### src/sv/gdd_pkg.sv
// ----------------------------------------------------------------------------
// gdd_pkg
// Shared types, widths and calendar helpers for the day distance block.
// ----------------------------------------------------------------------------
package gdd_pkg;

  localparam int DAY_W   = 5;
  localparam int MONTH_W = 4;
  localparam int YEAR_W  = 14;
  localparam int DIST_W  = 22;
  localparam int DOY_W   = 9;   // day of year, up to 458 for odd month codes
  localparam int CYC_W   = 9;   // year position inside the 400-year cycle

  localparam logic [CYC_W-1:0] MOD_CYCLE = 9'd400;
  localparam logic [DOY_W-1:0] YEAR_DAYS = 9'd365;

  typedef enum logic [1:0] {
    S_IDLE,
    S_MOD,
    S_FIRST,
    S_YEARS
  } state_t;

  typedef enum logic {
    ALU_ADD,
    ALU_SUB
  } alu_op_t;

  typedef struct packed {
    alu_op_t           op;
    logic [DIST_W-1:0] a;
    logic [DIST_W-1:0] b;
  } alu_req_t;

  typedef struct packed {
    logic [DIST_W-1:0] result;
    logic              borrow;
  } alu_rsp_t;

  // Days in all months before month m. Codes above twelve keep summing the
  // extended length table.
  function automatic logic [DOY_W-1:0] cum_days(input logic [MONTH_W-1:0] m);
    logic [DOY_W-1:0] c;
    unique case (m)
      4'd0:    c = 9'd0;
      4'd1:    c = 9'd0;
      4'd2:    c = 9'd31;
      4'd3:    c = 9'd59;
      4'd4:    c = 9'd90;
      4'd5:    c = 9'd120;
      4'd6:    c = 9'd151;
      4'd7:    c = 9'd181;
      4'd8:    c = 9'd212;
      4'd9:    c = 9'd242;
      4'd10:   c = 9'd273;
      4'd11:   c = 9'd304;
      4'd12:   c = 9'd334;
      4'd13:   c = 9'd365;
      4'd14:   c = 9'd395;
      default: c = 9'd426;
    endcase
    return c;
  endfunction

  // Leap test from the year's position in the 400-year cycle.
  function automatic logic is_leap(input logic [CYC_W-1:0] r);
    return (r[1:0] == 2'd0) && (r != 9'd100) && (r != 9'd200) && (r != 9'd300);
  endfunction

  function automatic logic [DOY_W-1:0] day_of_year(input logic [DAY_W-1:0] d,
                                                   input logic [MONTH_W-1:0] m,
                                                   input logic leap);
    logic [DOY_W-1:0] extra;
    extra = (leap && (m >= 4'd3)) ? 9'd1 : 9'd0;
    return cum_days(m) + extra + DOY_W'(d);
  endfunction

  function automatic logic [DOY_W-1:0] year_len(input logic leap);
    return leap ? (YEAR_DAYS + 9'd1) : YEAR_DAYS;
  endfunction

  function automatic logic [CYC_W-1:0] next_cyc(input logic [CYC_W-1:0] r);
    return (r == MOD_CYCLE - 9'd1) ? 9'd0 : (r + 9'd1);
  endfunction

endpackage

### src/sv/gdd_alu.sv
// ----------------------------------------------------------------------------
// gdd_alu
// Shared add/subtract unit used for the cycle reduction and the day sums.
// ----------------------------------------------------------------------------
module gdd_alu import gdd_pkg::*; (
  input  alu_req_t req,
  output alu_rsp_t rsp
);

  logic [DIST_W:0] wide;

  always_comb begin
    unique case (req.op)
      ALU_ADD: wide = {1'b0, req.a} + {1'b0, req.b};
      ALU_SUB: wide = {1'b0, req.a} - {1'b0, req.b};
      default: wide = '0;
    endcase
    rsp.result = wide[DIST_W-1:0];
    rsp.borrow = (req.op == ALU_SUB) && wide[DIST_W];
  end

endmodule

### src/sv/gdd_ctrl.sv
// ----------------------------------------------------------------------------
// gdd_ctrl
// Sequencer and datapath registers: orders the dates, reduces the start year
// into the 400-year cycle, then walks the years one per cycle.
// ----------------------------------------------------------------------------
module gdd_ctrl import gdd_pkg::*; (
  input  logic               clk,
  input  logic               rst_n,
  input  logic               start,
  input  logic [DAY_W-1:0]   in_first_day,
  input  logic [MONTH_W-1:0] in_first_month,
  input  logic [YEAR_W-1:0]  in_first_year,
  input  logic [DAY_W-1:0]   in_second_day,
  input  logic [MONTH_W-1:0] in_second_month,
  input  logic [YEAR_W-1:0]  in_second_year,
  output alu_req_t           alu_req,
  input  alu_rsp_t           alu_rsp,
  output logic               busy,
  output logic               out_valid,
  output logic [DIST_W-1:0]  out_day_distance
);

  state_t             state_r, state_nxt;
  logic [DAY_W-1:0]   d_lo_r, d_lo_nxt, d_hi_r, d_hi_nxt;
  logic [MONTH_W-1:0] m_lo_r, m_lo_nxt, m_hi_r, m_hi_nxt;
  logic [YEAR_W-1:0]  y_lo_r, y_lo_nxt, y_hi_r, y_hi_nxt;
  logic [YEAR_W-1:0]  rem_r, rem_nxt;
  logic [YEAR_W-1:0]  yr_r, yr_nxt;
  logic [CYC_W-1:0]   cyc_r, cyc_nxt;
  logic [DIST_W-1:0]  acc_r, acc_nxt;
  logic [DIST_W-1:0]  dist_r, dist_nxt;
  logic               valid_r, valid_nxt;

  logic               swap;
  logic               leap;
  logic [DOY_W-1:0]   doy_lo, doy_hi;

  assign swap = {in_first_year, in_first_month, in_first_day} >
                {in_second_year, in_second_month, in_second_day};

  // cyc_r tracks the current year's place in the cycle once S_MOD is done
  assign leap   = is_leap(cyc_r);
  assign doy_lo = day_of_year(d_lo_r, m_lo_r, leap);
  assign doy_hi = day_of_year(d_hi_r, m_hi_r, leap);

  always_ff @(posedge clk) begin
    if (!rst_n) begin
      state_r <= S_IDLE;
      valid_r <= 1'b0;
    end else begin
      state_r <= state_nxt;
      valid_r <= valid_nxt;
    end
  end

  always_ff @(posedge clk) begin
    d_lo_r <= d_lo_nxt;
    m_lo_r <= m_lo_nxt;
    y_lo_r <= y_lo_nxt;
    d_hi_r <= d_hi_nxt;
    m_hi_r <= m_hi_nxt;
    y_hi_r <= y_hi_nxt;
    rem_r  <= rem_nxt;
    yr_r   <= yr_nxt;
    cyc_r  <= cyc_nxt;
    acc_r  <= acc_nxt;
    dist_r <= dist_nxt;
  end

  always_comb begin
    state_nxt = state_r;
    d_lo_nxt  = d_lo_r;
    m_lo_nxt  = m_lo_r;
    y_lo_nxt  = y_lo_r;
    d_hi_nxt  = d_hi_r;
    m_hi_nxt  = m_hi_r;
    y_hi_nxt  = y_hi_r;
    rem_nxt   = rem_r;
    yr_nxt    = yr_r;
    cyc_nxt   = cyc_r;
    acc_nxt   = acc_r;
    dist_nxt  = dist_r;
    valid_nxt = 1'b0;
    alu_req   = '{op: ALU_ADD, a: '0, b: '0};

    unique case (state_r)
      S_IDLE: begin
        if (start) begin
          if (swap) begin
            d_lo_nxt = in_second_day;
            m_lo_nxt = in_second_month;
            y_lo_nxt = in_second_year;
            d_hi_nxt = in_first_day;
            m_hi_nxt = in_first_month;
            y_hi_nxt = in_first_year;
            rem_nxt  = in_second_year;
          end else begin
            d_lo_nxt = in_first_day;
            m_lo_nxt = in_first_month;
            y_lo_nxt = in_first_year;
            d_hi_nxt = in_second_day;
            m_hi_nxt = in_second_month;
            y_hi_nxt = in_second_year;
            rem_nxt  = in_first_year;
          end
          state_nxt = S_MOD;
        end
      end

      // start year mod 400 by repeated subtraction
      S_MOD: begin
        alu_req = '{op: ALU_SUB, a: DIST_W'(rem_r), b: DIST_W'(MOD_CYCLE)};
        if (!alu_rsp.borrow) begin
          rem_nxt = alu_rsp.result[YEAR_W-1:0];
        end else begin
          cyc_nxt   = rem_r[CYC_W-1:0];
          state_nxt = S_FIRST;
        end
      end

      S_FIRST: begin
        if (y_lo_r == y_hi_r) begin
          alu_req   = '{op: ALU_SUB, a: DIST_W'(doy_hi), b: DIST_W'(doy_lo)};
          dist_nxt  = alu_rsp.result;
          valid_nxt = 1'b1;
          state_nxt = S_IDLE;
        end else begin
          // rest of the start year
          alu_req   = '{op: ALU_SUB, a: DIST_W'(year_len(leap)), b: DIST_W'(doy_lo)};
          acc_nxt   = alu_rsp.result;
          yr_nxt    = y_lo_r + YEAR_W'(1);
          cyc_nxt   = next_cyc(cyc_r);
          state_nxt = S_YEARS;
        end
      end

      S_YEARS: begin
        if (yr_r == y_hi_r) begin
          alu_req   = '{op: ALU_ADD, a: acc_r, b: DIST_W'(doy_hi)};
          dist_nxt  = alu_rsp.result;
          valid_nxt = 1'b1;
          state_nxt = S_IDLE;
        end else begin
          alu_req = '{op: ALU_ADD, a: acc_r, b: DIST_W'(year_len(leap))};
          acc_nxt = alu_rsp.result;
          yr_nxt  = yr_r + YEAR_W'(1);
          cyc_nxt = next_cyc(cyc_r);
        end
      end

      default: state_nxt = S_IDLE;
    endcase
  end

  assign busy             = (state_r != S_IDLE);
  assign out_valid        = valid_r;
  assign out_day_distance = dist_r;

endmodule

### src/sv/gregorian_day_difference_top.sv
// ----------------------------------------------------------------------------
// gregorian_day_difference_top
// Absolute number of days between two Gregorian dates.
// ----------------------------------------------------------------------------
// Usage:
//   Input word: two dates (day, month, year) on the in_* ports, taken at the
//   rising edge where start is high and busy is low. busy stays high until
//   the result word is out.
//   Result word: out_day_distance, valid for exactly one cycle while
//   out_valid is high. The receiver cannot stall; it must take the word then.
//   Steps: the start-year reduction mod 400 on the shared add/subtract
//   unit, then, when the years differ, the year walk, one year per cycle
//   on the same unit.
//   busy falls together with out_valid rising, so a new word can be started
//   in the cycle the result is shown.
//   Reset (rst_n low, synchronous) returns the sequencer to idle and drops
//   out_valid; a word in flight is lost.
// ----------------------------------------------------------------------------
module gregorian_day_difference_top import gdd_pkg::*; (
  input  logic               clk,
  input  logic               rst_n,
  input  logic               start,
  output logic               busy,
  input  logic [DAY_W-1:0]   in_first_day,
  input  logic [MONTH_W-1:0] in_first_month,
  input  logic [YEAR_W-1:0]  in_first_year,
  input  logic [DAY_W-1:0]   in_second_day,
  input  logic [MONTH_W-1:0] in_second_month,
  input  logic [YEAR_W-1:0]  in_second_year,
  output logic               out_valid,
  output logic [DIST_W-1:0]  out_day_distance
);

  alu_req_t alu_req;
  alu_rsp_t alu_rsp;

  gdd_alu u_alu (
    .req (alu_req),
    .rsp (alu_rsp)
  );

  gdd_ctrl u_ctrl (
    .clk              (clk),
    .rst_n            (rst_n),
    .start            (start),
    .in_first_day     (in_first_day),
    .in_first_month   (in_first_month),
    .in_first_year    (in_first_year),
    .in_second_day    (in_second_day),
    .in_second_month  (in_second_month),
    .in_second_year   (in_second_year),
    .alu_req          (alu_req),
    .alu_rsp          (alu_rsp),
    .busy             (busy),
    .out_valid        (out_valid),
    .out_day_distance (out_day_distance)
  );

  a_busy_after_start: assert property (@(posedge clk) disable iff (!rst_n)
    (start && !busy) |=> busy)
    else $error("busy not raised after accepted word");

  a_valid_idle: assert property (@(posedge clk) disable iff (!rst_n)
    out_valid |-> !busy)
    else $error("result shown while busy");

  a_valid_pulse: assert property (@(posedge clk) disable iff (!rst_n)
    out_valid |=> !out_valid)
    else $error("result strobe longer than one cycle");

  a_done_gives_result: assert property (@(posedge clk) disable iff (!rst_n)
    (busy ##1 !busy) |-> out_valid)
    else $error("sequence ended without a result");

endmodule

### config.mk
export PLATFORM = sky130hd
export DESIGN_NAME = gregorian_day_difference_top
export DESIGN_NICKNAME = d
export VERILOG_FILES = /design/src/sv/gdd_pkg.sv /design/src/sv/gdd_alu.sv /design/src/sv/gdd_ctrl.sv /design/src/sv/gregorian_day_difference_top.sv
export SDC_FILE = /design/constraint.sdc
export NUM_CORES = 1
export LEC_CHECK = 0
export BUFFER_PORTS_ARGS = -buffer_cell sky130_fd_sc_hd__buf_2
export CAP_MARGIN = 20
export CORE_MARGIN = 2
export CORE_UTILIZATION = 45
export DETAILED_ROUTE_END_ITERATION = 8
export PLACE_DENSITY = 0.64
export SLEW_MARGIN = 20
export SYNTH_ARGS = -nofsm -noshare
export SYNTH_HDL_FRONTEND = slang
export SYNTH_HIERARCHICAL = 1
export SYNTH_SLANG_ARGS = --single-unit
### constraint.sdc
create_clock -name clk -period 13.4 [get_ports clk]
set_input_delay 2.68 -clock clk [delete_from_list [all_inputs] [get_ports clk]]
set_output_delay 2.68 -clock clk [all_outputs]
set_load 0.02 [all_outputs]
==> tab_implementation.tex <==
\begin{tabular}{lr}
\hline
Metric & Value \\
\hline
\multicolumn{2}{l}{\textbf{Outcome}} \\
Outcome & finished, final reports clean \\
\multicolumn{2}{l}{\textbf{Timing}} \\
Final Max Slew Viols & 0 \\
Unrepaired setup endpoints after global routing & no \\
Actual transition at the worst max-transition pin & 953 ps \\
Number of setup violations in the final report & 0 \\
Final period utilization & 0.521 \\
Setup TNS & 0 ps \\
Fmax & 0.143 GHz \\
Fin. Hold Viols & 0 \\
Worst slew margin & 0.358 \\
Worst Skew & 11.8 ps \\
Final worst path period need & 6980 ps \\
\multicolumn{2}{l}{\textbf{Clock network}} \\
Clk Tree Root Cell & sky130\_fd\_sc\_hd\_\_clkbuf\_16 \\
CTS tree & yes \\
Number of buffers inserted to repair setup after CTS & 0 \\
Bufs on Longest Clock Path & 2 \\
Clock buffer count from CTS & 17 \\
CTS hold repair buffers & 0 \\
Clock latency on the worst-skew pair & 430 ps \\
Number of clock sinks & 148 \\
\# H-tree levels & 4 \\
Post\_cts resized & 0 \\
Clock Pin Slew Worst Setup and Hold Paths & 60 ps \\
\multicolumn{2}{l}{\textbf{Power and ir drop}} \\
Leakage power of the design & 4.55 nW \\
Fraction of power consumed by combinational cells & 0.528 \\
Internal power summed over all cells & 1.73 mW \\
Proportion of power drawn by the clock network & 0.168 \\
Fraction of power consumed by sequential logic & 0.304 \\
Switching power & 1.32 mW \\
Power per standard cell area & 268 mW/mm² \\
Fraction of power spent switching nets & 0.434 \\
Worst IR drop on VDD & 128 µV \\
\multicolumn{2}{l}{\textbf{Synth}} \\
Top cell type's share of synthesized area & 0.374 \\
Total number of yosys warnings & 6 \\
Count of mapped cells out of synthesis & 1018 \\
Area leader, netlist & sky130\_fd\_sc\_hd\_\_edfxtp\_1 \\
Syn avg cell area & 10.0 µm² \\
Number of enable flip-flop cells after synthesis & 127 \\
Post-synthesis sequential area ratio & 0.416 \\
Synth async-reset ratio & 0 \\
Largest cells by area after synthesis & sky130\_fd\_sc\_hd\_\_edfxtp\_1 (37\%), sky130\_fd\_sc\_hd\_\_ha\_1 (9.8\%), sky130\_fd\_sc\_hd\_\_xnor2\_1 (4.8\%) \\
Count of cell types in the netlist & 76 \\
Most used DFF post-synth & sky130\_fd\_sc\_hd\_\_edfxtp\_1 \\
Summed instance area of the synthesized netlist & 0.0102 mm² \\
Flip-flop and latch count after synthesis & 148 \\
\multicolumn{2}{l}{\textbf{Cells and area}} \\
Final-stage net count & 1215 \\
Most frequent standard cell in the layout excluding fill and tap cells & sky130\_fd\_sc\_hd\_\_edfxtp\_1 \\
Most used cells in the layout excluding fill and tap cells & sky130\_fd\_sc\_hd\_\_edfxtp\_1 (127), sky130\_fd\_sc\_hd\_\_nand2\_1 (81), sky130\_fd\_sc\_hd\_\_nor2\_1 (79), sky130\_fd\_sc\_hd\_\_ha\_1 (79), sky130\_fd\_sc\_hd\_\_buf\_2 (72) \\
Share of layout cells above drive strength 1 & 0.167 \\
Area taken by multi-input logic gates & 0.00547 mm² \\
Layout overhead on the synthesized area & 11.8\% \\
Footprint of the flip-flops and latches & 0.00423 mm² \\
Count of non-filler cells in the finished layout & 1379 \\
Fillers & 2058 \\
Number of antenna cells inserted & 0 \\
\multicolumn{2}{l}{\textbf{Global routing}} \\
Via count of the first global-routing pass & 7378 \\
Tot GR Track Use & 0.208 \\
Antenna violations before repair & 0 \\
Global-route wire length before repair & 38900 µm \\
Maximum number of pins on one net before global-route repair & 77 \\
Final global-route overflow total & 0 \\
\multicolumn{2}{l}{\textbf{Placed design}} \\
Global placer's final weighted congestion & 0.908 \\
PortBufs & 72 \\
Final HPWL DP & 18300 µm \\
Count of placed standard cells including taps & 1347 \\
\multicolumn{2}{l}{\textbf{Setup path}} \\
CP Data Required Time & 13520 ps \\
Critical path fanouts, max & 9 \\
Kind of end point of the critical path & register \\
Master of the slowest instance on the critical path & sky130\_fd\_sc\_hd\_\_a2bb2oi\_1 \\
Worst setup SP type & register \\
Largest stage delay on the critical path & 540 ps \\
Start-to-end type of the worst setup path & register to register \\
Data arrival at the endpoint of the critical path & 7110 ps \\
\multicolumn{2}{l}{\textbf{Die}} \\
Overall die height & 154 µm \\
Initial cell density of the core & 0.454 \\
Number of placement rows & 55 \\
I/O pin count & 73 \\
Area inside the core boundary & 0.0224 mm² \\
Die Outline Area & 0.0238 mm² \\
Horizontal die dimension & 154 µm \\
\multicolumn{2}{l}{\textbf{Min path}} \\
Hold/Removal Path Class & register to register \\
\multicolumn{2}{l}{\textbf{Routing}} \\
Ratio of routed vias to standard cells & 5.49 \\
Total number of vias & 7572 \\
Aggregate routed wire length & 23900 µm \\
Residual DRC & 0 \\
Wire length per cell after detailed routing & 17.3 µm \\
First-pass iteration count of the detailed router & 5 \\
Starting DRC count in detailed routing & 583 \\
ANT nets after route & 0 \\
\multicolumn{2}{l}{\textbf{Job}} \\
Number of max-capacitance violations reported & 0 \\
\hline
\end{tabular}
power by group through the flow:
stage | registers [mW] | clock network, mW | logic [mW]
floorplan | 0.937 | 0 | 1.18
global placement | 0.934 | 0 | 1.58
detailed placement | 0.936 | 0 | 1.59
CTS | 0.928 | 0.520 | 1.61
global route | 0.946 | 0.539 | 1.81
finish | 0.928 | 0.512 | 1.61
cell usage after synthesis (10+ instances only):
cell type / count
sky130_fd_sc_hd__a21o_1: 11
sky130_fd_sc_hd__nor2_1: 81
sky130_fd_sc_hd__nand2_1: 81
sky130_fd_sc_hd__dfxtp_1: 21
sky130_fd_sc_hd__mux2i_1: 15
sky130_fd_sc_hd__clkbuf_1: 21
sky130_fd_sc_hd__a21oi_1: 71
sky130_fd_sc_hd__and2_1: 10
sky130_fd_sc_hd__nor2b_1: 19
sky130_fd_sc_hd__a31oi_1: 10
sky130_fd_sc_hd__a22oi_1: 13
sky130_fd_sc_hd__nor3_1: 11
sky130_fd_sc_hd__mux2_2: 40
sky130_fd_sc_hd__ha_1: 80
sky130_fd_sc_hd__nand3_1: 16
sky130_fd_sc_hd__xnor2_1: 56
sky130_fd_sc_hd__o21ai_0: 71
sky130_fd_sc_hd__xor2_1: 41
sky130_fd_sc_hd__edfxtp_1: 127
sky130_fd_sc_hd__inv_1: 69
sky130_fd_sc_hd__buf_4: 16
cells by family after synthesis:
family / Yosys count / synth area share
AO/OA/AOI/OAI: 244 / 0.151
flip-flops: 148 / 0.416
multiplexers: 57 / 0.0619
AND/OR/NAND/NOR: 267 / 0.126
adder cells (fa/ha/maj): 85 / 0.108
buffers and inverters: 119 / 0.0532
XOR/XNOR: 97 / 0.0834
other: 1 / 0.000368
layer usage:
layer | track usage | share of wire | routed length [µm]
met4 | 0.0520 | 0.015 | 363
met2 | 0.322 | 0.45 | 10700
met5 | 0 | 0 | 0
met3 | 0.0423 | 0.048 | 1140
met1 | 0.301 | 0.49 | 11700
worst paths after layout:
kind              startpoint              end  slack (ps)  cells past startpoint
max          u_ctrl/cyc_r[7]  u_ctrl/rem_r[6]        6420                     29
min          u_ctrl/rem_r[8]  u_ctrl/cyc_r[8]         570                      2
max reg2reg  u_ctrl/cyc_r[7]  u_ctrl/rem_r[6]        6420                     29
min reg2reg  u_ctrl/rem_r[8]  u_ctrl/cyc_r[8]         570                      2
critical path: cells and delay by family (launching register included):
kind	cells	cell delay [ps]
xor+xnor	2	360
compound gates	11	2700
flops	1	440
simple gates	11	1520
mux	1	130
fa+ha+maj	3	1250
buf+inv	1	280
area by class of cell:
type,count,area share
clock buffer,17,0.0374
clock inverter,15,0.0186
inverter,71,0.0234
multi-input combinational,763,0.480
sequential,148,0.372
tap,285,0.0313
timing repair buffer,80,0.0369
per-stage QoR:
| stage | worst slack, ps | hold WS [ps] | area, µm² | power (mW) | util |
|---|---|---|---|---|---|
| 4_1_cts | 6440 | 571 | 11400 | 3.05 | 0.507 |
| 3_3_place_gp | 6390 | 549 | 10700 | 2.51 | 0.479 |
| 6_report | 6420 | 574 | 11400 | 3.05 | 0.507 |
| 3_5_place_dp | 6500 | 557 | 10700 | 2.53 | 0.479 |
| 5_1_grt | 5740 | 607 | 11400 | 3.30 | 0.507 |
| 2_1_floorplan | 7070 | 523 | 10200 | 2.12 | - |
Note: power is estimated with default switching activity, not from simulation.
